--- config.mk ---
export PLATFORM = sky130hd
export DESIGN_NAME = telemetry_nibble_packer_top_flat
export DESIGN_NICKNAME = d
export VERILOG_FILES = /design/src/sv/tnp_pkg.sv /design/src/sv/tnp_in_if.sv /design/src/sv/tnp_out_if.sv /design/src/sv/tnp_cfg.sv /design/src/sv/tnp_pack.sv /design/src/sv/tnp_fifo.sv /design/src/sv/telemetry_nibble_packer_top.sv /design/src/flat_wrapper.sv
export SDC_FILE = /design/constraint.sdc
export NUM_CORES = 1
export LEC_CHECK = 0
export BUFFER_PORTS_ARGS = -buffer_cell sky130_fd_sc_hd__buf_2
export CORE_AREA = 2 2 136 112
export CTS_BUF_LIST = sky130_fd_sc_hd__clkbuf_16
export DETAILED_ROUTE_END_ITERATION = 8
export DIE_AREA = 0 0 138 114
export PLACE_DENSITY = 0.91
export SKIP_LAST_GASP = 1
export SYNTH_ARGS = -nofsm -noshare
export SYNTH_HDL_FRONTEND = slang
export SYNTH_SLANG_ARGS = --single-unit
--- constraint.sdc ---
create_clock -name i_clk -period 12.7 [get_ports i_clk]
set_clock_uncertainty 0.1 [all_clocks]
set_input_delay 0.635 -clock i_clk [delete_from_list [all_inputs] [get_ports i_clk]]
set_output_delay 0.635 -clock i_clk [all_outputs]
set_load 0.05 [all_outputs]
--- src/sv/tnp_pkg.sv ---
// Package for the telemetry nibble packer: widths, codes, result types and
// the character decoder. No dependencies.
package tnp_pkg;

    localparam int CNT_W          = 13;
    localparam int MAX_PACKED_LEN = 4096;
    localparam int DATA_W         = 32;
    localparam int PADDR_W        = 3;
    localparam int FIFO_DEPTH     = 4;
    localparam int FIFO_AW        = $clog2(FIFO_DEPTH);
    localparam int FIFO_CW        = $clog2(FIFO_DEPTH + 1);

    localparam logic [CNT_W-1:0] MAX_LEN       = CNT_W'(MAX_PACKED_LEN);
    localparam logic [CNT_W-1:0] MAX_OUT_RESET = CNT_W'(MAX_PACKED_LEN);

    localparam logic REG_MAX_OUT_BYTES = 1'b0;

    localparam logic [1:0] PUSH_NONE = 2'd0;
    localparam logic [1:0] PUSH_ONE  = 2'd1;
    localparam logic [1:0] PUSH_TWO  = 2'd2;

    localparam logic [7:0] HDR_M = 8'hA1;
    localparam logic [7:0] HDR_G = 8'hA2;
    localparam logic [7:0] HDR_T = 8'hA3;
    localparam logic [3:0] PAD_NIBBLE = 4'hA;
    localparam logic [3:0] NIB_COLON  = 4'hB;
    localparam logic [3:0] NIB_ZERO   = 4'hC;
    localparam logic [3:0] NIB_DOT    = 4'hD;
    localparam logic [3:0] NIB_DASH   = 4'hE;
    localparam logic [3:0] NIB_COMMA  = 4'hF;

    localparam logic [7:0] CH_M     = 8'h4D;
    localparam logic [7:0] CH_G     = 8'h47;
    localparam logic [7:0] CH_T     = 8'h54;
    localparam logic [7:0] CH_COLON = 8'h3A;
    localparam logic [7:0] CH_ZERO  = 8'h30;
    localparam logic [7:0] CH_DOT   = 8'h2E;
    localparam logic [7:0] CH_DASH  = 8'h2D;
    localparam logic [7:0] CH_COMMA = 8'h2C;
    localparam logic [7:0] CH_ONE   = 8'h31;
    localparam logic [7:0] CH_NINE  = 8'h39;

    typedef struct packed {
        logic [7:0]       out_byte;
        logic             byte_valid;
        logic             is_last_result;
        logic [CNT_W-1:0] byte_count;
        logic             overflow;
    } t_result;

    typedef struct packed {
        logic [1:0] num;
        t_result    res0;
        t_result    res1;
    } t_push;

    typedef struct packed {
        logic       is_sym;
        logic       is_hdr;
        logic [7:0] code;
    } t_sym;

    function automatic t_sym decode_char(input logic [7:0] ch);
        t_sym s;
        s = '{is_sym: 1'b1, is_hdr: 1'b0, code: 8'h00};
        case (ch)
            CH_M: begin
                s.is_hdr = 1'b1;
                s.code   = HDR_M;
            end
            CH_G: begin
                s.is_hdr = 1'b1;
                s.code   = HDR_G;
            end
            CH_T: begin
                s.is_hdr = 1'b1;
                s.code   = HDR_T;
            end
            CH_COLON: s.code = {4'h0, NIB_COLON};
            CH_ZERO:  s.code = {4'h0, NIB_ZERO};
            CH_DOT:   s.code = {4'h0, NIB_DOT};
            CH_DASH:  s.code = {4'h0, NIB_DASH};
            CH_COMMA: s.code = {4'h0, NIB_COMMA};
            default: begin
                if (ch >= CH_ONE && ch <= CH_NINE) begin
                    s.code = {4'h0, ch[3:0]};
                end else begin
                    s.is_sym = 1'b0;
                end
            end
        endcase
        return s;
    endfunction

endpackage

--- src/sv/tnp_in_if.sv ---
// Input channel of the telemetry nibble packer: one character per item.
// Depends on nothing.
interface tnp_in_if;
    logic       valid;
    logic       ready;
    logic [7:0] in_char;
    logic       is_end;

    modport source(output valid, output in_char, output is_end, input ready);
    modport sink(input valid, input in_char, input is_end, output ready);
endinterface

--- src/sv/tnp_out_if.sv ---
// Output channel of the telemetry nibble packer: one packed byte per item.
// Depends on tnp_pkg for the count width.
interface tnp_out_if;
    logic                      valid;
    logic                      ready;
    logic [7:0]                out_byte;
    logic                      byte_valid;
    logic                      is_last_result;
    logic [tnp_pkg::CNT_W-1:0] byte_count;
    logic                      overflow;

    modport source(output valid, output out_byte, output byte_valid,
                   output is_last_result, output byte_count, output overflow,
                   input ready);
    modport sink(input valid, input out_byte, input byte_valid,
                 input is_last_result, input byte_count, input overflow,
                 output ready);
endinterface

--- src/sv/tnp_cfg.sv ---
// APB-style configuration register for the output byte limit.
// Depends on tnp_pkg.
module tnp_cfg (
    input  logic                        i_clk,
    input  logic                        i_rst_n,
    input  logic                        psel,
    input  logic                        penable,
    input  logic                        pwrite,
    input  logic [tnp_pkg::PADDR_W-1:0] paddr,
    input  logic [tnp_pkg::DATA_W-1:0]  pwdata,
    output logic [tnp_pkg::DATA_W-1:0]  prdata,
    output logic                        pready,
    output logic [tnp_pkg::CNT_W-1:0]   o_max_out_bytes
);
    import tnp_pkg::*;

    logic [CNT_W-1:0] r_max_out_bytes;
    logic             reg_idx;
    logic             wr_en;

    assign reg_idx = paddr[PADDR_W-1];
    assign pready  = 1'b1;
    assign wr_en   = psel && penable && pwrite && pready;

    always_ff @(posedge i_clk) begin
        if (!i_rst_n) begin
            r_max_out_bytes <= MAX_OUT_RESET;
        end else if (wr_en && reg_idx == REG_MAX_OUT_BYTES) begin
            r_max_out_bytes <= pwdata[CNT_W-1:0];
        end
    end

    assign prdata = (reg_idx == REG_MAX_OUT_BYTES) ?
                    {{(DATA_W-CNT_W){1'b0}}, r_max_out_bytes} : '0;
    assign o_max_out_bytes = r_max_out_bytes;

endmodule

--- src/sv/tnp_pack.sv ---
// Input register and packing logic: decodes one character, updates the
// nibble and count state, and pushes up to two results. Depends on tnp_pkg.
module tnp_pack (
    input  logic                      i_clk,
    input  logic                      i_rst_n,
    input  logic                      i_valid,
    output logic                      o_ready,
    input  logic [7:0]                i_in_char,
    input  logic                      i_is_end,
    input  logic [tnp_pkg::CNT_W-1:0] i_max_out_bytes,
    input  logic                      i_space,
    output tnp_pkg::t_push            o_push
);
    import tnp_pkg::*;

    logic             r_valid;
    logic [7:0]       r_char;
    logic             r_end;
    logic             r_pend;
    logic [3:0]       r_nib;
    logic [CNT_W-1:0] r_be;
    logic             r_dropped;

    logic             go;
    t_sym             sym;
    logic [1:0]       ncand;
    logic [7:0]       c0;
    logic [7:0]       c1;
    logic             n_pend;
    logic [3:0]       n_nib;
    logic [CNT_W-1:0] lim;
    logic [CNT_W-1:0] be1;
    logic [CNT_W-1:0] be2;
    logic             room0;
    logic             room1;
    logic             e0;
    logic             e1;
    logic             n_dropped;
    logic [CNT_W-1:0] n_be;
    t_push            push;

    assign go      = r_valid && i_space;
    assign o_ready = !r_valid || i_space;

    always_ff @(posedge i_clk) begin
        if (!i_rst_n) begin
            r_valid <= 1'b0;
        end else if (o_ready) begin
            r_valid <= i_valid;
        end
    end

    always_ff @(posedge i_clk) begin
        if (i_valid && o_ready) begin
            r_char <= i_in_char;
            r_end  <= i_is_end;
        end
    end

    always_comb begin
        sym    = decode_char(r_char);
        ncand  = PUSH_NONE;
        c0     = 8'h00;
        c1     = 8'h00;
        n_pend = r_pend;
        n_nib  = r_nib;
        if (sym.is_sym) begin
            if (sym.is_hdr) begin
                if (r_pend) begin
                    c0    = {r_nib, PAD_NIBBLE};
                    c1    = sym.code;
                    ncand = PUSH_TWO;
                end else begin
                    c0    = sym.code;
                    ncand = PUSH_ONE;
                end
                n_pend = 1'b0;
            end else if (!r_pend) begin
                n_nib  = sym.code[3:0];
                n_pend = 1'b1;
            end else begin
                c0     = {r_nib, sym.code[3:0]};
                ncand  = PUSH_ONE;
                n_pend = 1'b0;
            end
        end
        if (r_end && n_pend) begin
            c0    = {n_nib, PAD_NIBBLE};
            ncand = PUSH_ONE;
        end
    end

    always_comb begin
        lim       = (i_max_out_bytes > MAX_LEN) ? MAX_LEN : i_max_out_bytes;
        be1       = r_be + CNT_W'(1);
        be2       = r_be + CNT_W'(2);
        room0     = r_be < lim;
        room1     = be1 < lim;
        e0        = (ncand != PUSH_NONE) && room0;
        e1        = (ncand == PUSH_TWO) && room1;
        n_dropped = r_dropped || ((ncand != PUSH_NONE) && !room0)
                    || ((ncand == PUSH_TWO) && !room1);
        n_be      = e1 ? be2 : (e0 ? be1 : r_be);

        push.res0 = '{out_byte: c0, byte_valid: 1'b1, is_last_result: 1'b0,
                      byte_count: be1, overflow: r_dropped};
        push.res1 = '{out_byte: c1, byte_valid: 1'b1, is_last_result: 1'b0,
                      byte_count: be2, overflow: r_dropped};
        push.num  = e1 ? PUSH_TWO : (e0 ? PUSH_ONE : PUSH_NONE);

        if (r_end) begin
            if (!e0) begin
                push.res0 = '{out_byte: 8'h00, byte_valid: 1'b0, is_last_result: 1'b1,
                              byte_count: r_be, overflow: n_dropped};
                push.num  = PUSH_ONE;
            end else if (e1) begin
                push.res1.is_last_result = 1'b1;
                push.res1.overflow       = n_dropped;
            end else begin
                push.res0.is_last_result = 1'b1;
                push.res0.overflow       = n_dropped;
            end
        end

        o_push = push;
        if (!go) begin
            o_push.num = PUSH_NONE;
        end
    end

    always_ff @(posedge i_clk) begin
        if (!i_rst_n) begin
            r_pend    <= 1'b0;
            r_be      <= '0;
            r_dropped <= 1'b0;
        end else if (go) begin
            if (r_end) begin
                r_pend    <= 1'b0;
                r_be      <= '0;
                r_dropped <= 1'b0;
            end else begin
                r_pend    <= n_pend;
                r_be      <= n_be;
                r_dropped <= n_dropped;
            end
        end
    end

    always_ff @(posedge i_clk) begin
        if (go) begin
            r_nib <= n_nib;
        end
    end

    a_end_clears: assert property (@(posedge i_clk) disable iff (!i_rst_n)
        (go && r_end) |=> (r_be == '0 && !r_pend && !r_dropped))
        else $error("string state not cleared after end item");

    a_end_result: assert property (@(posedge i_clk) disable iff (!i_rst_n)
        (go && r_end) |-> (o_push.num != PUSH_NONE))
        else $error("end item produced no result");

    a_two_bytes: assert property (@(posedge i_clk) disable iff (!i_rst_n)
        (o_push.num == PUSH_TWO) |-> (o_push.res0.byte_valid && o_push.res1.byte_valid))
        else $error("double push carries an end marker");

endmodule

--- src/sv/tnp_fifo.sv ---
// Result queue: takes up to two results per cycle, hands out one per cycle
// while the reader is ready. Depends on tnp_pkg.
module tnp_fifo (
    input  logic             i_clk,
    input  logic             i_rst_n,
    input  tnp_pkg::t_push   i_push,
    output logic             o_space,
    output logic             o_valid,
    input  logic             i_ready,
    output tnp_pkg::t_result o_res
);
    import tnp_pkg::*;

    t_result            r_mem [FIFO_DEPTH];
    logic [FIFO_AW-1:0] r_wr;
    logic [FIFO_AW-1:0] r_rd;
    logic [FIFO_CW-1:0] r_count;
    logic               pop;

    assign o_valid = r_count != '0;
    assign o_res   = r_mem[r_rd];
    assign pop     = o_valid && i_ready;
    assign o_space = r_count <= FIFO_CW'(FIFO_DEPTH - 2);

    always_ff @(posedge i_clk) begin
        if (!i_rst_n) begin
            r_wr    <= '0;
            r_rd    <= '0;
            r_count <= '0;
        end else begin
            r_wr    <= r_wr + FIFO_AW'(i_push.num);
            r_rd    <= r_rd + FIFO_AW'(pop);
            r_count <= r_count + FIFO_CW'(i_push.num) - FIFO_CW'(pop);
        end
    end

    always_ff @(posedge i_clk) begin
        if (i_push.num != PUSH_NONE) begin
            r_mem[r_wr] <= i_push.res0;
        end
        if (i_push.num == PUSH_TWO) begin
            r_mem[r_wr + FIFO_AW'(1)] <= i_push.res1;
        end
    end

    a_no_overfill: assert property (@(posedge i_clk) disable iff (!i_rst_n)
        (i_push.num != PUSH_NONE) |-> o_space)
        else $error("push into queue without room");

    a_count_bound: assert property (@(posedge i_clk) disable iff (!i_rst_n)
        r_count <= FIFO_CW'(FIFO_DEPTH))
        else $error("queue count out of range");

endmodule

--- src/sv/telemetry_nibble_packer_top.sv ---
// Telemetry nibble packer. An accepted item is held in the input register; its
// results are written to the result queue together and offered one after another.
// One item per cycle while the queue has room for two results; an item that yields
// two results (a header after a pending nibble) takes two entries in the queue.
// Reset: synchronous active-low i_rst_n clears all string state and the queue,
// and sets the byte limit to 4096. Depends on tnp_pkg and both channel interfaces.
module telemetry_nibble_packer_top (
    input  logic                        i_clk,
    input  logic                        i_rst_n,
    tnp_in_if.sink                      i_in,
    tnp_out_if.source                   o_out,
    input  logic                        psel,
    input  logic                        penable,
    input  logic                        pwrite,
    input  logic [tnp_pkg::PADDR_W-1:0] paddr,
    input  logic [tnp_pkg::DATA_W-1:0]  pwdata,
    output logic [tnp_pkg::DATA_W-1:0]  prdata,
    output logic                        pready
);
    import tnp_pkg::*;

    logic [CNT_W-1:0] max_out_bytes;
    logic             space;
    t_push            push;
    t_result          res;

    tnp_cfg u_cfg (
        .i_clk           (i_clk),
        .i_rst_n         (i_rst_n),
        .psel            (psel),
        .penable         (penable),
        .pwrite          (pwrite),
        .paddr           (paddr),
        .pwdata          (pwdata),
        .prdata          (prdata),
        .pready          (pready),
        .o_max_out_bytes (max_out_bytes)
    );

    tnp_pack u_pack (
        .i_clk           (i_clk),
        .i_rst_n         (i_rst_n),
        .i_valid         (i_in.valid),
        .o_ready         (i_in.ready),
        .i_in_char       (i_in.in_char),
        .i_is_end        (i_in.is_end),
        .i_max_out_bytes (max_out_bytes),
        .i_space         (space),
        .o_push          (push)
    );

    tnp_fifo u_fifo (
        .i_clk   (i_clk),
        .i_rst_n (i_rst_n),
        .i_push  (push),
        .o_space (space),
        .o_valid (o_out.valid),
        .i_ready (o_out.ready),
        .o_res   (res)
    );

    assign o_out.out_byte       = res.out_byte;
    assign o_out.byte_valid     = res.byte_valid;
    assign o_out.is_last_result = res.is_last_result;
    assign o_out.byte_count     = res.byte_count;
    assign o_out.overflow       = res.overflow;

endmodule
--- src/flat_wrapper.sv ---
// flat-port wrapper written by rule: the top's interface ports become plain ports
module telemetry_nibble_packer_top_flat import tnp_pkg::*;
  (i_clk, i_rst_n, psel, penable, pwrite, paddr, pwdata, prdata, pready, i_in_valid, i_in_in_char, i_in_is_end, i_in_ready, o_out_valid, o_out_out_byte, o_out_byte_valid, o_out_is_last_result, o_out_byte_count, o_out_overflow, o_out_ready);
  tnp_in_if i_in_i ();
  tnp_out_if o_out_i ();
  input  logic i_clk;
  input  logic i_rst_n;
  input  logic psel;
  input  logic penable;
  input  logic pwrite;
  input  logic [tnp_pkg::PADDR_W-1:0] paddr;
  input  logic [tnp_pkg::DATA_W-1:0] pwdata;
  output logic [tnp_pkg::DATA_W-1:0] prdata;
  output logic pready;
  input wire logic [$bits(i_in_i.valid)-1:0] i_in_valid;
  input wire logic [$bits(i_in_i.in_char)-1:0] i_in_in_char;
  input wire logic [$bits(i_in_i.is_end)-1:0] i_in_is_end;
  output wire logic [$bits(i_in_i.ready)-1:0] i_in_ready;
  output wire logic [$bits(o_out_i.valid)-1:0] o_out_valid;
  output wire logic [$bits(o_out_i.out_byte)-1:0] o_out_out_byte;
  output wire logic [$bits(o_out_i.byte_valid)-1:0] o_out_byte_valid;
  output wire logic [$bits(o_out_i.is_last_result)-1:0] o_out_is_last_result;
  output wire logic [$bits(o_out_i.byte_count)-1:0] o_out_byte_count;
  output wire logic [$bits(o_out_i.overflow)-1:0] o_out_overflow;
  input wire logic [$bits(o_out_i.ready)-1:0] o_out_ready;
  assign i_in_i.valid = i_in_valid;
  assign i_in_i.in_char = i_in_in_char;
  assign i_in_i.is_end = i_in_is_end;
  assign i_in_ready = i_in_i.ready;
  assign o_out_valid = o_out_i.valid;
  assign o_out_out_byte = o_out_i.out_byte;
  assign o_out_byte_valid = o_out_i.byte_valid;
  assign o_out_is_last_result = o_out_i.is_last_result;
  assign o_out_byte_count = o_out_i.byte_count;
  assign o_out_overflow = o_out_i.overflow;
  assign o_out_i.ready = o_out_ready;
  telemetry_nibble_packer_top u_core (.i_clk(i_clk), .i_rst_n(i_rst_n), .i_in(i_in_i), .o_out(o_out_i), .psel(psel), .penable(penable), .pwrite(pwrite), .paddr(paddr), .pwdata(pwdata), .prdata(prdata), .pready(pready));
endmodule
==> impl_summary.md <==
Status
The flow ran to the end, and the final reports show no timing, DRC or antenna violations.

Die
The area inside the core boundary is 14500 µm². The die outline area is ~16000 µm². The initial cell density of the core is 0.620.

After floorplanning, the core was divided into 40 placement rows. The height of the die is 114 µm. The width of the die is 138 µm. The number of top-level pins is 110.

Final layout
The number of inserted diodes is 0. The fraction of layout cells with a size suffix above 1 is 0.201. The number of inserted filler cells in the final layout is 1057. After the last flow step, the layout net total stands at between 900 and 1000. Relative to the synthesized area, the layout overhead comes to 8.96%.

The post-layout utilization of the core is 0.676.

GRT
The global-route wire length before repair is 37.5 mm. The residual overflow from global routing is 0. The maximum number of pins on one net before global-route repair is 29. The via count of the first global-routing pass came to 6979. Across every metal layer, demand over resource in global routing totals 0.304.

The initial antenna violation count is 0.

STA
The fraction of the cycle the final worst path needs is 0.529. Setup repair after global routing left no endpoint under its margin. The slew at the pin closest to its max-slew limit is ~1.0 ns.

The total of endpoints with negative setup slack in the final report is 0. The final-layout setup total negative slack is 0 ns. Subtracting the final worst setup slack from the clock period gives about 6.7 ns.

The worst pin sits at a relative slew slack of 0.317. The count of pins over their slew limit is 0. The upper clock frequency limit is 0.149 GHz. The total count of hold-check failures in the final report came to 0.

Detailed routing
The number of DRC markers after the initial detailed-route iteration is 1118. The wire length on met2 is around 10 mm. Across all layers, the routed design uses 7573 vias.

The total wirelength of the detailed-routed design is 23.6 mm. Dividing the detail-routed via count by the number of cells gives 6.93. The count of nets left with antenna violations once routing finished came out at 0. The number of remaining DRC errors is 0. The pre-antenna-repair detailed-routing pass consisted of 6 iterations.

The length of routed met3 wiring is around 3.0 mm. The length of routed wiring on met1 is roughly 9.4 mm. The uppermost metal layer occupied by signal nets is met4. The average detailed-routed wire length per instance is between 20 and 25 µm.

Setup path
The worst register-to-register path begins at u_core.u_pack.r_be[1]. Counting both buffers and inverters, the worst setup path holds a total of 1. The kind of cell with the highest combined delay along the critical path is simple AND/OR/NAND/NOR gates.

In this run the worst setup path begins at u_core.u_pack.r_be[1]. For this design, the slowest cell found on the critical path is sky130_fd_sc_hd__nor4_4. The register-to-register setup slack is 5.98 ns. Traced cell by cell, the critical path runs through ha_1 -> and3_1 -> nand2_1 -> nor2_1 -> and3_1 -> and3_1 -> nand2_1 -> xnor2_1 -> ha_1 -> nand4_1 -> a211oi_1 -> a221oi_2 -> nand4_4 -> nor4_4 -> nor2_2 -> inv_1. In this run the critical register-to-register path is captured at u_core.u_fifo.r_mem[2][2].

The critical path data arrival time is 6.68 ns. The worst register-to-register path has a depth of 16. In this run the worst path has a maximum fanout of 21. The critical path data required time is 12.65 ns.

In this design, the stage delay of the slowest critical-path cell is about 0.81 ns. The cell type with the highest occurrence count on the critical path is sky130_fd_sc_hd__and3_1. The type of element capturing the critical path is a register. The type of element launching the critical path is a register.

The worst setup path is of the register to register kind.

Clock tree
TritonCTS built the clock tree. The clock insertion delay at the later pin of the skew report is 0.44 ns. The total number of clock tree sinks is 145.

The cell at the root of the clock tree is sky130_fd_sc_hd__clkbuf_16. The clock transition at the register clock pins on the worst setup and hold paths after CTS is 0.06 ns. The clock passes through at most 2 buffers.

The number of hold buffers added after cts is 0. In this run, CTS created clock tree buffers numbering 17. The number of gates given a new drive strength after cts is 0.

The number of setup buffers added after CTS is 0. The number of H-tree levels is 4.

Power
Summed over all cells, the static leakage comes to 3.30 nW. Dividing total power by cell area gives a power density of 142 nW/µm². The total power is 1.39 mW.

The largest voltage drop on the vdd net is about 0.14 mV.

Yosys
Of the total synthesized cell area, the portion taken by full adders, half adders and majority gates is 0.0481. Of all flip-flops after synthesis, the portion carrying an async set or reset was 0. The number of different library cells used by synthesis comes to approximately 90. The synthesis warning total is 0.

In the post-synthesis netlist, the biggest area contributors are sky130_fd_sc_hd__edfxtp_1, sky130_fd_sc_hd__dfxtp_1, sky130_fd_sc_hd__mux4_2. The synthesized-area fraction occupied by ao, oa, aoi and oai cells is 0.203. The predominant post-synthesis flop cell is sky130_fd_sc_hd__edfxtp_1. The portion of synthesized cell area occupied by the leading cell type is 0.324.

The number of enable flip-flop cells after synthesis is 97. The synthesized-area fraction occupied by and/or/nand/nor cells is 0.162. The dominant combinational cell family by area after synthesis is compound AO/OA/AOI/OAI gates. The multiplexer fraction of the synthesized cell area is 0.0675. The share of the Yosys chip area taken by registers is 0.430.

The post-synthesis sequential element count is 145. The top cell type by total area after synthesis is sky130_fd_sc_hd__edfxtp_1. The post-synthesis average cell area is between 10 and 15 µm². The mapped netlist covers 9000 µm². The number of instances in the synthesized netlist is around 860. Of the total synthesized cell area, the portion taken by XOR and XNOR cells is 0.0263.

Min path
The path with the worst hold slack has its endpoint at u_core.u_pack.r_char[4]. The startpoint of the lowest-slack hold path is i_in_in_char[4]. The instance count along the most critical hold path is 1. The path class of the tightest hold or removal check is primary input to register.

Placed design
The number of buffer cells added on primary ports is 68. The post-detailed-placement half-perimeter wirelength is approximately 16 mm. The routability-driven placement congestion ratio is 0.947.

Run
The max capacitance violation total is 0.
-- routing by layer --
| layer | up-vias | track usage |
|---|---|---|
| met5 | - | 0 |
| met4 | 0 | 0.131 |
| met3 | 106 | 0.0919 |
| met2 | 582 | 0.457 |
| met1 | 3555 | 0.413 |
| li1 | 3330 | - |
-- synth_stat cells (5+ instances only) --
cell and n:
sky130_fd_sc_hd__o21ai_0 46, sky130_fd_sc_hd__a211oi_1 10, sky130_fd_sc_hd__a21oi_1 43, sky130_fd_sc_hd__clkbuf_1 28, sky130_fd_sc_hd__o2bb2ai_1 7, sky130_fd_sc_hd__mux4_2 24, sky130_fd_sc_hd__dfxtp_1 48, sky130_fd_sc_hd__nand3_1 21
sky130_fd_sc_hd__and3_1 8, sky130_fd_sc_hd__nand2_1 95, sky130_fd_sc_hd__o21ai_1 6, sky130_fd_sc_hd__nand4_1 8, sky130_fd_sc_hd__a221oi_1 24, sky130_fd_sc_hd__buf_1 8, sky130_fd_sc_hd__edfxtp_1 97, sky130_fd_sc_hd__inv_1 27
sky130_fd_sc_hd__ha_1 33, sky130_fd_sc_hd__a31oi_1 9, sky130_fd_sc_hd__or4_1 9, sky130_fd_sc_hd__o211ai_1 12, sky130_fd_sc_hd__or2_2 5, sky130_fd_sc_hd__a22o_1 12, sky130_fd_sc_hd__buf_4 25, sky130_fd_sc_hd__a2bb2oi_1 8
sky130_fd_sc_hd__and2_1 12, sky130_fd_sc_hd__nor3_1 12, sky130_fd_sc_hd__xnor2_1 23, sky130_fd_sc_hd__nor2_1 34, sky130_fd_sc_hd__buf_2 17, sky130_fd_sc_hd__o22ai_1 36, sky130_fd_sc_hd__nor2b_1 12
-- placed cells by master (no fill, tap or decap), types with 5 or more instances in the layout --
master,n
sky130_fd_sc_hd__nor3_1,12
sky130_fd_sc_hd__ha_1,33
sky130_fd_sc_hd__a2bb2oi_1,8
sky130_fd_sc_hd__buf_2,68
sky130_fd_sc_hd__o21ai_0,46
sky130_fd_sc_hd__nor2_1,34
sky130_fd_sc_hd__o22ai_1,36
sky130_fd_sc_hd__a22o_1,12
sky130_fd_sc_hd__and3_1,8
sky130_fd_sc_hd__a31oi_1,9
sky130_fd_sc_hd__nor2b_1,12
sky130_fd_sc_hd__nand2_1,95
sky130_fd_sc_hd__a211oi_1,10
sky130_fd_sc_hd__inv_1,28
sky130_fd_sc_hd__a221oi_1,24
sky130_fd_sc_hd__nand4_1,8
sky130_fd_sc_hd__xnor2_1,23
sky130_fd_sc_hd__or2_2,5
sky130_fd_sc_hd__and2_1,12
sky130_fd_sc_hd__nand3_1,21
sky130_fd_sc_hd__a21oi_1,43
sky130_fd_sc_hd__clkbuf_16,17
sky130_fd_sc_hd__or4_1,9
sky130_fd_sc_hd__o211ai_1,12
sky130_fd_sc_hd__mux4_2,24
sky130_fd_sc_hd__conb_1,20
sky130_fd_sc_hd__edfxtp_1,97
sky130_fd_sc_hd__dfxtp_1,47
sky130_fd_sc_hd__o21ai_1,6
sky130_fd_sc_hd__o2bb2ai_1,7
-- cell families after synthesis --
logic type / count (synthesis)
and+or+nand+nor: 261
AOI/OAI and AO/OA: 254
DFF: 145
buffers and inverters: 111
adders and majority gates: 34
muxes: 30
xor gates and xnor gates: 27
other: 2
-- power by group --
| part | leakage, nW | internal (mW) | switching [mW] |
|---|---|---|---|
| Sequential | 1.29 | 0.524 | 0.0388 |
| Clock | 0.288 | 0.292 | 0.210 |
| Combinational | 1.73 | 0.107 | 0.219 |
| Total | 3.30 | 0.923 | 0.468 |
-- layout make-up --
type	instances	area (µm²)	area share
inverter	29	109	0.0111
multi-input combinational	626	4630	0.472
tap	189	236	0.0241
clock buffer	17	425	0.0434
timing repair buffer	72	370	0.0378
clock inverter	15	159	0.0162
sequential	145	3870	0.395
-- how the worst max path moves through the flow --
stage | endpoint | cells after the start | slack (ns)
floorplan | u_core.u_fifo.r_count[2] | 23 | 7.84
global placement | u_core.u_fifo.r_mem[2][19] | 16 | 6.52
detailed placement | u_core.u_fifo.r_mem[3][8] | 16 | 6.37
CTS | u_core.u_fifo.r_mem[2][2] | 16 | 6.30
global route | u_core.u_fifo.r_mem[0][1] | 16 | 5.68
finish | u_core.u_fifo.r_mem[2][2] | 16 | 5.98
-- worst register-to-register path: cells and delay by family (launching register included) --
family	cells	cell delay, ns
adder cells (fa/ha/maj)	2	0.79
AO/OA/AOI/OAI	2	0.61
buffers and inverters	1	0.81
flip-flops	1	0.72
AND/OR/NAND/NOR	10	3.15
XOR/XNOR	1	0.18
-- flip-flops by register name, summed over array words and instances, names as in the netlist, 2 cells and up --
register                      cells
u_core.u_pack.r_be               13
u_core.u_fifo.r_wr                2
u_core.u_fifo.r_count             3
u_core.u_pack.r_nib               4
u_core.u_cfg.o_max_out_bytes     13
u_core.u_fifo.r_rd                2
u_core.u_pack.r_char              8
u_core.u_fifo.r_mem              96
-- through the flow --
step / hold WS (ns) / std cells / area (µm²) / setup slack [ns]
finish: 0.279 / 1093 / 9810 / 5.98
global route: 0.268 / 1093 / 9810 / 5.68
CTS: 0.266 / 1093 / 9810 / 6.30
detailed placement: 0.350 / 1061 / 9230 / 6.37
global placement: 0.331 / 1061 / 9230 / 6.52
floorplan: 0.320 / 882 / 9070 / 7.84
Power figures use the tool's default switching activity.
